[config.mk]
export PLATFORM = sky130hd
export DESIGN_NAME = cycle_counter_microsecond_timer
export DESIGN_NICKNAME = d
export VERILOG_FILES = /design/src/rtl/core/ccmt_pkg.sv /design/src/rtl/core/cycle_counter_microsecond_timer.sv
export SDC_FILE = /design/constraint.sdc
export NUM_CORES = 2
export LEC_CHECK = 0
export ABC_CLOCK_PERIOD_IN_PS = 23800
export BUFFER_PORTS_ARGS = -buffer_cell sky130_fd_sc_hd__clkbuf_2
export CAP_MARGIN = 20
export CORE_MARGIN = 2
export CORE_UTILIZATION = 60
export CTS_CLUSTER_DIAMETER = 120
export DETAILED_ROUTE_END_ITERATION = 16
export PLACE_DENSITY = 0.74
export SLEW_MARGIN = 25
export SYNTH_ARGS = -nofsm -noshare
export SYNTH_HDL_FRONTEND = slang
export SYNTH_SLANG_ARGS = --single-unit
[constraint.sdc]
create_clock -name clock -period 23.8 [get_ports clock]
set_input_delay 2.38 -clock clock [delete_from_list [all_inputs] [get_ports clock]]
set_output_delay 2.38 -clock clock [all_outputs]
set_load 0.02 [all_outputs]
[src/rtl/core/ccmt_pkg.sv]
`default_nettype none

package ccmt_pkg;

   // Field widths that the interface fixes.
   localparam int OUT_W  = 63;
   localparam int FREQ_W = 32;
   localparam int TO_W   = 32;

   // The shared divider always runs a full 64-bit dividend through.
   localparam int DIV_W     = 64;
   localparam int DIV_CNT_W = 6;
   localparam logic [DIV_CNT_W-1:0] DIV_LAST = DIV_CNT_W'(DIV_W - 1);

   // The shared multiplier takes a 44-bit and a 26-bit operand.
   localparam int MUL_A_W = 44;
   localparam int MUL_B_W = 26;

   localparam logic [FREQ_W-1:0]  USEC_PER_SEC   = 32'd1000000;
   localparam logic [MUL_B_W-1:0] USEC_MUL       = 26'd1000000;
   localparam logic [DIV_W-1:0]   MIN_ARM_TICKS  = 64'd1000;
   localparam logic [DIV_W-1:0]   OUT_MAX        = 64'h7FFF_FFFF_FFFF_FFFF;
   // Largest whole-second count whose microsecond value still fits in 63 bits.
   localparam logic [DIV_W-1:0]   SEC_LIMIT      = 64'd9223372036854;
   // The tick rate per microsecond is below 4295, so 13 bits hold it.
   localparam int RATE_W = 13;

   // One million is 64 times 15625. The frequency drops its low six bits and
   // the remaining 26 bits are multiplied by ceil(2^40 / 15625); the top bits
   // from bit 40 up are then exactly the frequency divided by one million.
   localparam int                 RATE_PRE_SHIFT = 6;
   localparam int                 RATE_SHIFT     = 40;
   localparam logic [MUL_A_W-1:0] RATE_RECIP     = 44'd70368745;

   typedef enum logic [1:0] {
      CMD_TICK   = 2'd0,
      CMD_READ   = 2'd1,
      CMD_ARM    = 2'd2,
      CMD_DISARM = 2'd3
   } cmd_type;

   typedef enum logic [3:0] {
      S_IDLE,
      S_DIV_SEC,
      S_MUL_FRAC,
      S_DIV_FRAC,
      S_MUL_SEC,
      S_READ_DONE,
      S_MUL_RATE,
      S_MUL_TICKS,
      S_ARM_DONE
   } state_type;

endpackage

`default_nettype wire

[src/rtl/core/cycle_counter_microsecond_timer.sv]
`default_nettype none

// Cycle counter with an equality comparator and an exact microsecond clock.
// Each request beat carries a command: tick advances the COUNTER_BITS-wide
// counter by one (it wraps) and raises the interrupt when the counter lands
// on the enabled compare value; read returns elapsed microseconds, computed
// as whole seconds times one million plus the scaled remainder divided by the
// clock frequency, saturating at 2^63-1 and zero while the frequency is zero;
// arm converts a timeout in microseconds to ticks (at least 1000), loads the
// compare value and enables it, posting the interrupt at once if the target
// wrapped to or below the current count; disarm only disables the compare.
// Every request gives exactly one response beat; for tick, disarm and a read
// at zero frequency it is valid in the cycle after the request is taken. A
// read then divides out whole seconds, scales the remainder on the shared
// multiplier, divides the scaled remainder, multiplies the whole seconds and
// finishes; both divisions are 64-step passes of the restoring divider. An
// arm does a reciprocal multiply on the shared multiplier giving the tick
// rate per microsecond, a second multiply scaling the timeout, and a step
// loading the target. A stalled response beat holds off the next request
// while the stall lasts; while a long command runs the request channel
// stalls and the frequency register does not take writes.
module cycle_counter_microsecond_timer
   import ccmt_pkg::*;
#(
   parameter int COUNTER_BITS = 63
) (
   input  wire                     clock,
   input  wire                     reset,

   input  wire                     csr_valid,
   output logic                    csr_ready,
   input  wire  [FREQ_W-1:0]       csr_clock_frequency,

   input  wire                     req_valid,
   output logic                    req_stall,
   input  wire  [1:0]              req_command,
   input  wire  [TO_W-1:0]         req_timeout_us,

   output logic                    rsp_valid,
   input  wire                     rsp_stall,
   output logic [OUT_W-1:0]        rsp_time_us,
   output logic [OUT_W-1:0]        rsp_tick_count,
   output logic                    rsp_timer_interrupt
);

   // Control and architectural state.
   state_type                 state_ff, state_in;
   logic                      rsp_valid_ff, rsp_valid_in;
   logic [COUNTER_BITS-1:0]   count_ff, count_in;
   logic [COUNTER_BITS-1:0]   target_ff, target_in;
   logic                      enable_ff, enable_in;
   logic [FREQ_W-1:0]         freq_ff, freq_in;
   logic [DIV_CNT_W-1:0]      step_ff, step_in;

   // Datapath registers of the shared divider and multiplier.
   logic [DIV_W-1:0]          dvd_ff, dvd_in;
   logic [FREQ_W-1:0]         rem_ff, rem_in;
   logic [DIV_W-1:0]          secs_ff, secs_in;
   logic [MUL_B_W-1:0]        frac_ff, frac_in;
   logic [DIV_W-1:0]          prod_ff, prod_in;
   logic [TO_W-1:0]           timeout_ff, timeout_in;

   // Response payload registers.
   logic [OUT_W-1:0]          rsp_time_ff, rsp_time_in;
   logic [OUT_W-1:0]          rsp_count_ff, rsp_count_in;
   logic                      rsp_irq_ff, rsp_irq_in;

   logic                      req_accept;
   logic                      rsp_load;
   cmd_type                   cmd;

   // Divider step.
   logic [FREQ_W-1:0]         div_divisor;
   logic [FREQ_W:0]           div_trial;
   logic                      div_fits;
   logic [FREQ_W-1:0]         rem_step;
   logic [DIV_W-1:0]          dvd_step;

   // Multiplier.
   logic [MUL_A_W-1:0]        mul_a;
   logic [MUL_B_W-1:0]        mul_b;
   logic [DIV_W-1:0]          mul_p;

   // Read and arm finishing arithmetic.
   logic [DIV_W-1:0]          whole;
   logic [DIV_W-1:0]          ticks;
   logic [DIV_W-1:0]          arm_sum;

   assign cmd        = cmd_type'(req_command);
   assign req_stall  = (state_ff != S_IDLE) || (rsp_valid_ff && rsp_stall);
   assign req_accept = req_valid && !req_stall;
   assign csr_ready  = (state_ff == S_IDLE);

   assign rsp_valid           = rsp_valid_ff;
   assign rsp_time_us         = rsp_time_ff;
   assign rsp_tick_count      = rsp_count_ff;
   assign rsp_timer_interrupt = rsp_irq_ff;

   // One restoring step: shift the next dividend bit into the partial
   // remainder and subtract the divisor when it fits. The quotient bits
   // shift into the dividend register from the bottom.
   assign div_divisor = freq_ff;
   assign div_trial   = {rem_ff, dvd_ff[DIV_W-1]};
   assign div_fits    = (div_trial >= {1'b0, div_divisor});
   assign rem_step    = div_fits ? FREQ_W'(div_trial - {1'b0, div_divisor})
                                 : div_trial[FREQ_W-1:0];
   assign dvd_step    = {dvd_ff[DIV_W-2:0], div_fits};

   assign mul_p = mul_a * mul_b;

   assign whole   = prod_ff + DIV_W'(frac_ff);
   assign ticks   = (prod_ff < MIN_ARM_TICKS) ? MIN_ARM_TICKS : prod_ff;
   assign arm_sum = DIV_W'(count_ff) + ticks;

   always_comb begin
      state_in     = state_ff;
      rsp_valid_in = rsp_valid_ff && rsp_stall;
      count_in     = count_ff;
      target_in    = target_ff;
      enable_in    = enable_ff;
      freq_in      = freq_ff;
      step_in      = step_ff;
      dvd_in       = dvd_ff;
      rem_in       = rem_ff;
      secs_in      = secs_ff;
      frac_in      = frac_ff;
      prod_in      = prod_ff;
      timeout_in   = timeout_ff;
      rsp_load     = 1'b0;
      rsp_time_in  = '0;
      rsp_irq_in   = 1'b0;
      mul_a        = secs_ff[MUL_A_W-1:0];
      mul_b        = USEC_MUL;

      if (csr_valid && csr_ready) begin
         freq_in = csr_clock_frequency;
      end

      unique case (state_ff)
         S_IDLE: begin
            if (req_accept) begin
               unique case (cmd)
                  CMD_TICK: begin
                     count_in   = count_ff + 1'b1;
                     rsp_irq_in = enable_ff && (count_in == target_ff);
                     rsp_load   = 1'b1;
                  end
                  CMD_READ: begin
                     if (freq_ff == '0) begin
                        rsp_load = 1'b1;
                     end else begin
                        dvd_in   = DIV_W'(count_ff);
                        rem_in   = '0;
                        step_in  = '0;
                        state_in = S_DIV_SEC;
                     end
                  end
                  CMD_ARM: begin
                     timeout_in = req_timeout_us;
                     state_in   = S_MUL_RATE;
                  end
                  CMD_DISARM: begin
                     enable_in = 1'b0;
                     rsp_load  = 1'b1;
                  end
                  default: begin
                     rsp_load = 1'b1;
                  end
               endcase
            end
         end

         S_DIV_SEC: begin
            dvd_in  = dvd_step;
            rem_in  = rem_step;
            step_in = step_ff + 1'b1;
            if (step_ff == DIV_LAST) begin
               state_in = S_MUL_FRAC;
            end
         end

         // Whole seconds are kept; the remainder scaled to microseconds
         // becomes the next dividend.
         S_MUL_FRAC: begin
            secs_in  = dvd_ff;
            mul_a    = MUL_A_W'(rem_ff);
            dvd_in   = mul_p;
            rem_in   = '0;
            step_in  = '0;
            state_in = S_DIV_FRAC;
         end

         S_DIV_FRAC: begin
            dvd_in  = dvd_step;
            rem_in  = rem_step;
            step_in = step_ff + 1'b1;
            if (step_ff == DIV_LAST) begin
               state_in = S_MUL_SEC;
            end
         end

         S_MUL_SEC: begin
            frac_in  = dvd_ff[MUL_B_W-1:0];
            prod_in  = mul_p;
            state_in = S_READ_DONE;
         end

         S_READ_DONE: begin
            rsp_load = 1'b1;
            if ((secs_ff > SEC_LIMIT) || (whole > OUT_MAX)) begin
               rsp_time_in = OUT_MAX[OUT_W-1:0];
            end else begin
               rsp_time_in = whole[OUT_W-1:0];
            end
            state_in = S_IDLE;
         end

         // Ticks per microsecond by reciprocal multiply; the rate lands in
         // the low bits of the dividend register.
         S_MUL_RATE: begin
            mul_a    = RATE_RECIP;
            mul_b    = freq_ff[FREQ_W-1:RATE_PRE_SHIFT];
            dvd_in   = DIV_W'(mul_p[DIV_W-1:RATE_SHIFT]);
            state_in = S_MUL_TICKS;
         end

         S_MUL_TICKS: begin
            mul_a    = MUL_A_W'(timeout_ff);
            mul_b    = MUL_B_W'(dvd_ff[RATE_W-1:0]);
            prod_in  = mul_p;
            state_in = S_ARM_DONE;
         end

         // A target that wrapped to or below the count posts at once.
         S_ARM_DONE: begin
            target_in  = arm_sum[COUNTER_BITS-1:0];
            enable_in  = 1'b1;
            rsp_irq_in = (target_in <= count_ff);
            rsp_load   = 1'b1;
            state_in   = S_IDLE;
         end

         default: begin
            state_in = S_IDLE;
         end
      endcase

      if (rsp_load) begin
         rsp_valid_in = 1'b1;
      end
      rsp_count_in = OUT_W'(count_in);
   end

   always_ff @(posedge clock) begin
      if (reset) begin
         state_ff     <= S_IDLE;
         rsp_valid_ff <= 1'b0;
         count_ff     <= '0;
         target_ff    <= '0;
         enable_ff    <= 1'b0;
         freq_ff      <= '0;
         step_ff      <= '0;
      end else begin
         state_ff     <= state_in;
         rsp_valid_ff <= rsp_valid_in;
         count_ff     <= count_in;
         target_ff    <= target_in;
         enable_ff    <= enable_in;
         freq_ff      <= freq_in;
         step_ff      <= step_in;
      end
   end

   always_ff @(posedge clock) begin
      dvd_ff     <= dvd_in;
      rem_ff     <= rem_in;
      secs_ff    <= secs_in;
      frac_ff    <= frac_in;
      prod_ff    <= prod_in;
      timeout_ff <= timeout_in;
      if (rsp_load) begin
         rsp_time_ff  <= rsp_time_in;
         rsp_count_ff <= rsp_count_in;
         rsp_irq_ff   <= rsp_irq_in;
      end
   end

endmodule

`default_nettype wire

==> run metrics <==
postcts setup bufs 0; Worst Setup Path Type flop to flop; Cells after Synth 6,994; CP arrival 11.71 ns; setup_tns 0 ns; final max-slew violation count 0; RR Endpoint dvd_ff[13]; share of cells above drive strength 1 6.36%; drt pass-1 iters 8; most frequent cells in the layout inv_1 (1,258), fa_1 (996), nand2_1 (819); minimum clock period 11.32 ns; Netlist Area Pre-Place 65,800 sq um; Via-to-Cell Ratio 6.04; Die H 335 um; hold path depth 0; relative max-transition margin 21.3%; pin count of the biggest net entering global routing 129; nature of the critical path endpoint flop; final WL 228,000 um; share of synthesized registers carrying an async set or reset 0%; antenna violations before repair 6; IO Port Bufs 200; Die W 335 um; CTS root buf clkbuf_16; Max Cap Viol 0; Max stage delay on crit path 1.00 ns; CP startpoint kind flop; Final ANT Viol Nets 0; Crit Path Max Fanout 34; commonest non-fill, non-tap cell in the layout inv_1; Hold Crit Endpoint secs_ff[47]; sequential area share after synthesis 23.9%; Total GRT Usage 41.2%; worst r2r src state_ff[2]; Initial Util 60.4%; drt wl/cell 25.8 um; CTS Buf Count 71; grt total ovfl 0; I/O pin count 201; actual slew at the worst max-slew pin 1.17 ns; Avg Inst Size Synth 9.40 sq um; Worst EP required 24.19 ns; row cnt 121; Synth Flop Type edfxtp_1; vias in the first global route 53,200; DR vias 53,300; GPL Wtd Cong 1.01; Clk pin slew, worst setup/hold paths 0.06 ns; clk_skew 0.0447 ns; Tcrit/Tclk final 47.6%; HPWL after detailed placement 187,000 um; initial DRC count 6,425; synth unique cells 94; min-delay src dvd_ff[47]; #FFs+latches synth 579; final setup fails 0; latest clock arrival within the worst-skew pair 0.68 ns; Hold Crit Class flop to flop; CP max stage cell nor2_4; RSZ-0062 raised after global routing no; post-cts resize count 0; Remaining DRCs 0; final hold slack 0.448 ns; final hold vios 0; Reg2Reg Depth 28; Layout area overhead 9.04%; clock sink count 579; status finished clean; R2R Setup Slk 12.48 ns; die area 112,000 sq um; H-Tree Depth 3; number of synthesized flops with an enable pin 409; Final #Nets 8,788; clk buf depth 3; first-pass GRT wire length 339,000 um; core area 109,000 sq um; CTS tree yes; yosys warns 0; Layout fillers 8,965; Critical Path Most Common Cell fa_1; Hold Buf Count CTS 0; maximum clock rate 88.3 MHz
synth_stat cells (17+ instances only):
library cell,count,area (sq um)
o21bai_1,36,270
clkbuf_1,280,1050
ha_1,362,4530
nand4_1,94,588
o21a_1,51,383
nor3_1,76,380
xor2_1,131,1150
or3_1,20,125
nor2_1,460,1730
o21ai_0,155,776
dfxtp_1,170,3400
fa_1,996,19900
nor4_1,44,275
o22ai_1,17,106
xnor2_1,243,2130
nand3_1,119,596
buf_1,27,101
a21oi_1,432,2160
o21ai_1,17,85.1
nand2_1,823,3090
o211ai_1,27,203
a21o_1,109,818
a222oi_1,29,290
buf_2,18,90.1
nand2b_1,28,175
a221oi_1,23,201
a211oi_1,34,255
inv_1,1259,4730
and3_1,64,400
edfxtp_1,409,12300
mux2i_1,22,220
a31oi_1,48,300
a221o_1,23,230
and2_1,102,638
a22oi_1,26,195
nor2b_1,23,144
registers in the layout, summed over array words and instances, names as in the netlist:
register             flops
count_ff                63
div_divisor             32
dvd_ff                  64
enable_ff                1
frac_ff                 26
prod_ff                 64
rem_ff                  32
rsp_tick_count          63
rsp_time_us             63
rsp_timer_interrupt      1
rsp_valid                1
secs_ff                 64
state_ff                 4
step_ff                  6
target_ff               63
timeout_ff              32
worst max-delay path by stage:
stage	startpoint	endpoint	slack (ns)	cells past startpoint
floorplan	state_ff[1]	dvd_ff[21]	13.56	30
global placement	state_ff[2]	dvd_ff[13]	12.85	28
detailed placement	state_ff[2]	dvd_ff[13]	12.75	28
CTS	state_ff[2]	dvd_ff[13]	12.71	28
global route	state_ff[2]	dvd_ff[13]	11.92	28
finish	state_ff[2]	dvd_ff[13]	12.48	28
area by class of cell:
| type | instances | area [sq um] | share of cell area, % |
|---|---|---|---|
| multi-input combinational | 5160 | 45500 | 63.4 |
| sequential | 579 | 15700 | 21.9 |
| inverter | 1262 | 4740 | 6.61 |
| clock buffer | 92 | 1940 | 2.70 |
| tap | 1414 | 1770 | 2.47 |
| timing repair buffer | 285 | 1650 | 2.30 |
| clock inverter | 39 | 434 | 0.606 |
| antenna | 3 | 7.51 | 0.0105 |
cell families after synthesis:
kind of cell,synth area share [%]
AO/OA/AOI/OAI,11.0
other,0.0114
buffers and inverters,9.20
flip-flops,23.9
AND/OR/NAND/NOR,13.4
multiplexers,0.335
XOR/XNOR,4.98
adder cells (fa/ha/maj),37.2
through the flow:
| stage | setup slack [ns] | cell area (sq um) | utilization [%] | std cells |
|---|---|---|---|---|
| after global placement | 12.85 | 69200 | 63.6 | 8690 |
| after global routing | 11.92 | 71700 | 65.9 | 8831 |
| after floorplan | 13.56 | 67000 | - | 7335 |
| final | 12.48 | 71700 | 65.9 | 8834 |
| after CTS | 12.71 | 71600 | 65.8 | 8827 |
| after detailed placement | 12.75 | 69300 | 63.6 | 8696 |
routing by layer:
layer / share of wire (%) / global-route usage (%) / up-vias
met1: 38 / 56.1 / 26500
met2: 43 / 60.9 / 3142
met5: 0.015 / 0 / -
li1: - / - / 23100
met3: 12 / 12.1 / 647
met4: 5.7 / 19.3 / 6
critical path: cells and delay by family (launching register included):
family,cells,cell delay (ns)
DFF,1,0.60
adders and majority gates,8,3.95
and+or+nand+nor,5,3.15
buffers and inverters,6,1.12
AOI/OAI and AO/OA,8,1.73
xor gates and xnor gates,1,0.46
Power is not shown: default switching activity piles up to over one toggle a cycle in this logic, so the estimate is an artifact.
